### config.mk
export PLATFORM = sky130hd
export DESIGN_NAME = mma_ctrl
export DESIGN_NICKNAME = d
export VERILOG_FILES = /design/src/design/mma_pkg.sv /design/src/design/mma_ctrl.sv
export SDC_FILE = /design/constraint.sdc
export NUM_CORES = 1
export LEC_CHECK = 0
export BUFFER_PORTS_ARGS = -buffer_cell sky130_fd_sc_hd__buf_4
export CAP_MARGIN = 25
export CELL_PAD_IN_SITES_DETAIL_PLACEMENT = 1
export CELL_PAD_IN_SITES_GLOBAL_PLACEMENT = 1
export CORE_MARGIN = 5
export CORE_UTILIZATION = 36
export CTS_CLUSTER_DIAMETER = 50
export DETAILED_ROUTE_END_ITERATION = 7
export PLACE_DENSITY_LB_ADDON = 0.1
export SLEW_MARGIN = 20
export SYNTH_ARGS = -nofsm -noshare
export SYNTH_HDL_FRONTEND = slang
export SYNTH_SLANG_ARGS = --single-unit
### constraint.sdc
create_clock -name clk -period 1.95 [get_ports clk]
set_input_delay 0.195 -clock clk [delete_from_list [all_inputs] [get_ports clk]]
set_output_delay 0.195 -clock clk [all_outputs]
set_load 0.05 [all_outputs]
### src/design/mma_pkg.sv
// Shared types and constants for the scaled matrix multiply-accumulate block.
`default_nettype none

package mma_pkg;

  localparam int CRD_W     = 3;   // row / column index width
  localparam int DIM_W     = 4;   // dimension register width
  localparam int VAL_W     = 32;  // Q16.16 element width
  localparam int ACC_W     = 48;  // dot-product accumulator width
  localparam int PROD_W    = 64;  // kept product width
  localparam int FIN_W     = 66;  // alpha/beta combine width
  localparam int CFG_IDX_W = 3;

  localparam logic [CFG_IDX_W-1:0] CFG_ROWS_M     = 3'd0;
  localparam logic [CFG_IDX_W-1:0] CFG_COLS_N     = 3'd1;
  localparam logic [CFG_IDX_W-1:0] CFG_INNER_K    = 3'd2;
  localparam logic [CFG_IDX_W-1:0] CFG_ALPHA_GAIN = 3'd3;
  localparam logic [CFG_IDX_W-1:0] CFG_BETA_GAIN  = 3'd4;

  localparam logic [DIM_W-1:0]        DIM_RESET  = 4'd8;
  localparam logic signed [VAL_W-1:0] GAIN_RESET = 32'sd65536;
  localparam logic signed [VAL_W-1:0] SAT_MAX    = 32'sh7FFF_FFFF;
  localparam logic signed [VAL_W-1:0] SAT_MIN    = 32'sh8000_0000;

  typedef enum logic [1:0] {
    ACT_LOAD_A = 2'd0,
    ACT_LOAD_B = 2'd1,
    ACT_LOAD_C = 2'd2,
    ACT_START  = 2'd3
  } action_t;

  typedef struct packed {
    logic [1:0]              action;
    logic [CRD_W-1:0]        row;
    logic [CRD_W-1:0]        col;
    logic signed [VAL_W-1:0] value;
  } in_item_t;

  typedef struct packed {
    logic [CRD_W-1:0]        out_row;
    logic [CRD_W-1:0]        out_col;
    logic signed [VAL_W-1:0] out_value;
    logic                    last;
  } out_item_t;

  // Datapath operation issued by the controller, one per cycle
  typedef enum logic [2:0] {
    OP_NONE,
    OP_MAC,   // acc += (a*b) >>> 16
    OP_BC,    // fin  = (beta*c) >>> 16
    OP_AHI,   // fin += alpha*acc_hi
    OP_ALO,   // fin += (alpha*acc_lo) >>> 16
    OP_OUT    // saturate fin and emit
  } op_t;

  typedef struct packed {
    op_t              op;
    logic             first;
    logic             last;
    logic [CRD_W-1:0] row;
    logic [CRD_W-1:0] col;
    logic [CRD_W-1:0] kidx;
  } cmd_t;

  typedef enum logic [2:0] {
    S_IDLE,
    S_MAC,
    S_BC,
    S_AHI,
    S_ALO,
    S_OUT,
    S_DRAIN1,
    S_DRAIN2
  } ctrl_state_t;

endpackage

`default_nettype wire

### src/design/mma_ctrl.sv
// Sequencer: walks i, j, t over the result matrix and issues datapath operations.
`default_nettype none

module mma_ctrl (
  input  wire logic                  clk,
  input  wire logic                  rst_n,
  input  wire logic                  go,
  input  wire logic [mma_pkg::DIM_W-1:0] dim_m,
  input  wire logic [mma_pkg::DIM_W-1:0] dim_n,
  input  wire logic [mma_pkg::DIM_W-1:0] dim_k,
  output logic                       busy,
  output mma_pkg::cmd_t              cmd
);

  import mma_pkg::*;

  ctrl_state_t      state_r, state_nxt;
  logic [CRD_W-1:0] i_r, i_nxt;
  logic [CRD_W-1:0] j_r, j_nxt;
  logic [CRD_W-1:0] t_r, t_nxt;
  logic             i_end, j_end, t_end;

  assign i_end = ({1'b0, i_r} == dim_m - DIM_W'(1));
  assign j_end = ({1'b0, j_r} == dim_n - DIM_W'(1));
  assign t_end = ({1'b0, t_r} == dim_k - DIM_W'(1));

  always_ff @(posedge clk) begin
    if (!rst_n) begin
      state_r <= S_IDLE;
      i_r     <= '0;
      j_r     <= '0;
      t_r     <= '0;
    end else begin
      state_r <= state_nxt;
      i_r     <= i_nxt;
      j_r     <= j_nxt;
      t_r     <= t_nxt;
    end
  end

  always_comb begin
    state_nxt = state_r;
    i_nxt     = i_r;
    j_nxt     = j_r;
    t_nxt     = t_r;
    cmd.op    = OP_NONE;
    cmd.first = (t_r == '0);
    cmd.last  = i_end && j_end;
    cmd.row   = i_r;
    cmd.col   = j_r;
    cmd.kidx  = t_r;
    busy      = (state_r != S_IDLE);

    case (state_r)
      S_IDLE: begin
        if (go) begin
          state_nxt = S_MAC;
          i_nxt     = '0;
          j_nxt     = '0;
          t_nxt     = '0;
        end
      end
      S_MAC: begin
        cmd.op = OP_MAC;
        if (t_end) begin
          state_nxt = S_BC;
        end else begin
          t_nxt = t_r + CRD_W'(1);
        end
      end
      S_BC: begin
        cmd.op    = OP_BC;
        state_nxt = S_AHI;
      end
      S_AHI: begin
        cmd.op    = OP_AHI;
        state_nxt = S_ALO;
      end
      S_ALO: begin
        cmd.op    = OP_ALO;
        state_nxt = S_OUT;
      end
      S_OUT: begin
        cmd.op = OP_OUT;
        t_nxt  = '0;
        if (i_end && j_end) begin
          state_nxt = S_DRAIN1;
        end else if (j_end) begin
          j_nxt     = '0;
          i_nxt     = i_r + CRD_W'(1);
          state_nxt = S_MAC;
        end else begin
          j_nxt     = j_r + CRD_W'(1);
          state_nxt = S_MAC;
        end
      end
      // let the final element leave the two datapath stages
      S_DRAIN1: state_nxt = S_DRAIN2;
      S_DRAIN2: state_nxt = S_IDLE;
      default:  state_nxt = S_IDLE;
    endcase
  end

endmodule

`default_nettype wire

==> impl_metrics.ini <==
[sta]
worstMarginPinSlew_ns = 0.517
finalCritPeriodShare_pct = 93.7
skew_ns = 0.00252
setup_viol = 0
timing.slew.headroom_pct = 65.3
hold_viol_final = 0
rsz0062_at_grt = no
fmax_ghz = 0.547
finalWorstSetupSlack_ns = 0.123
whs_ns = 0.223
min_period_ns = 1.83
slew_viol_final = 0

[finish]
final_cell_count_no_fill = 188
areaGrowthSynthToFinish_pct = 34.6
regArea_um2 = 241
drive_gt1_share_pct = 28.7
design_area_um2 = 1330
final_cell_mix = buf_4, inv_1, dfxtp_1, nor3_1
nets = 180
antenna_cells = 0
layout_commonest_cell = buf_4
fillers = 338
multi_input_area_um2 = 697

[logic_synthesis]
synth-edff-count = 0
syn_nets = 148
synth_ff_type = dfxtp_1
async_reset_ff_share_pct = 0
synth-seq-area-share_pct = 24.3
ys_types = 38
yosys_warnings = 0
syn_inst = 126
synth_seq_cells = 12
synth_top_area_cell = dfxtp_1
ys_top_cells_by_area = dfxtp_1, ha_1, xor2_1
postSynthAreaPerCell_um2 = 7.84
syn_area_um2 = 988
synth_top_area_share_pct = 24.3

[global_routing]
grt_pass1_vias = 1142
grt_pass1_wl_mm = 5.09
antenna_found_initial = 0
grt_max_degree = 14
grt-ovfl-total = 0
track_usage_pct = 15.6

[setup_path]
critPathKind = reg -> out
worst_path_max_delay_cell = dfxtp_2
arrival_ns = 1.63
cp_max_fo = 12
cp_top_family = flip-flops
crit_required_ns = 1.75
crit_buf_inv = 2
setup.worst_path.end_class = output port
max_stage_delay_ns = 0.39
start_kind = flop
crit_chain = xor2_2 > and2_1 > o2111ai_4 > buf_12 > nor2_4 > buf_6

[floorplan]
die_w_um = 62.4
core-area_um2 = 2690
row_count = 19
start_util_pct = 36.8
die_area_um2 = 3890
io-pin-count = 30
die_h_um = 62.4

[power]
peakVddDrop_mv = 0.327
p_per_area_nw_per_um2 = 500
p_clk_share_pct = 31.2
swShare_pct = 33.6
p_leak_nw = 0.606
p_seq_share_pct = 39.2
p_int_mw = 0.442
pwr-share-comb_pct = 29.6
power_switching_mw = 0.223

[clock_tree]
cts.sinks = 12
htreeDepth = 1
clockBufferDepth = 2
cts_tree = yes
hold_buffers = 0
cts_root_buffer = clkbuf_4
cts_buffers = 3
clk_latency_ns = 0.28
cts.clk_slew.worst_paths_ns = 0.09

[route]
drt-total-wl_mm = 2.93
avgViaCountPerCell = 5.49
postRouteAntennaNets = 0
via_count = 1032
drt_iter0_drc = 29
avgRoutedWirePerCell_um = 15.6
dr.pass1.iters = 3
drc = 0

[placed_design]
dp_cells = 183
place.gp.congestion = 0.782
dpl_worst_slack_ns = -0.0685
dp_hpwl_mm = 2.39
numPortBuffers = 29
place_area_um2 = 1260

[flow_run]
drv_cap = 0

[min_path]
hp-class = in -> reg

[status]
status = finished, final reports clean
stage by stage:
stage | setup TNS (ns) | util, % | total power, mW
5_1_grt | 0 | 49.5 | 0.702
2_1_floorplan | -0.0254 | - | 0.387
4_1_cts | 0 | 48.4 | 0.669
6_report | 0 | 49.5 | 0.665
3_5_place_dp | -0.0791 | 46.8 | 0.459
3_3_place_gp | 0 | 46.8 | 0.451
worst paths after layout:
kind,from,to,slack (ns),depth (start not counted)
setup reg to reg,i_r[2],state_r[2],0.21,6
hold reg to reg,t_r[2],t_r[2],0.54,2
setup / recovery,j_r[2],cmd[9],0.12,6
hold / removal,rst_n,state_r[1],0.22,2
timing repair:
action	4_1_cts	5_1_grt
setup buffers	1	0
setup endpoints to repair	1	1
pin swaps	1	0
gates resized for setup	0	5
synthesized netlist by cell type, types with 3 or more instances:
| cell type | count |
|---|---|
| o21ai_0 | 5 |
| xnor2_1 | 4 |
| o31ai_1 | 3 |
| nor4_1 | 3 |
| inv_1 | 16 |
| nor2b_1 | 3 |
| nand2_1 | 7 |
| xor2_1 | 7 |
| o311ai_1 | 3 |
| a21oi_1 | 7 |
| ha_1 | 7 |
| nor3_1 | 9 |
| nor2_1 | 6 |
| and2_1 | 4 |
| dfxtp_1 | 12 |
| buf_2 | 3 |
state kept, by name, indices dropped and copies added (netlist names):
name,flops
j_r,3
state_r,3
i_r,3
t_r,3
layout make-up:
class,instances,area share [%]
Clock buffer,4,2.73
Inverter,16,4.52
Multi-Input combinational cell,93,52.4
Sequential cell,12,18.2
Tap cell,31,2.92
Timing Repair Buffer,32,19.3
power by group through the flow:
stage	clock, mW	sequential [mW]	combinational, mW
2_1_floorplan	0	0.269	0.118
3_3_place_gp	0	0.266	0.185
3_5_place_dp	0	0.266	0.192
4_1_cts	0.214	0.261	0.194
5_1_grt	0.225	0.262	0.215
6_report	0.208	0.261	0.197
cell families (layout without fill, tap and decap cells):
kind of cell / after synthesis / count (layout) / share of synthesized area [%]
AND/OR/NAND/NOR: 41 / 41 / 22.4
AO/OA/AOI/OAI: 34 / 34 / 26.3
buffers and inverters: 21 / 52 / 8.35
flip-flops: 12 / 12 / 24.3
XOR/XNOR: 11 / 11 / 9.75
adder cells (fa/ha/maj): 7 / 7 / 8.86
metal layers:
metal / track usage (%) / routed length [um]
met4: 3.98 / 18
met2: 28.0 / 1490
met3: 4.50 / 124
met5: 0 / 0
met1: 17.9 / 1290
Note: power is estimated with default switching activity, not from simulation.
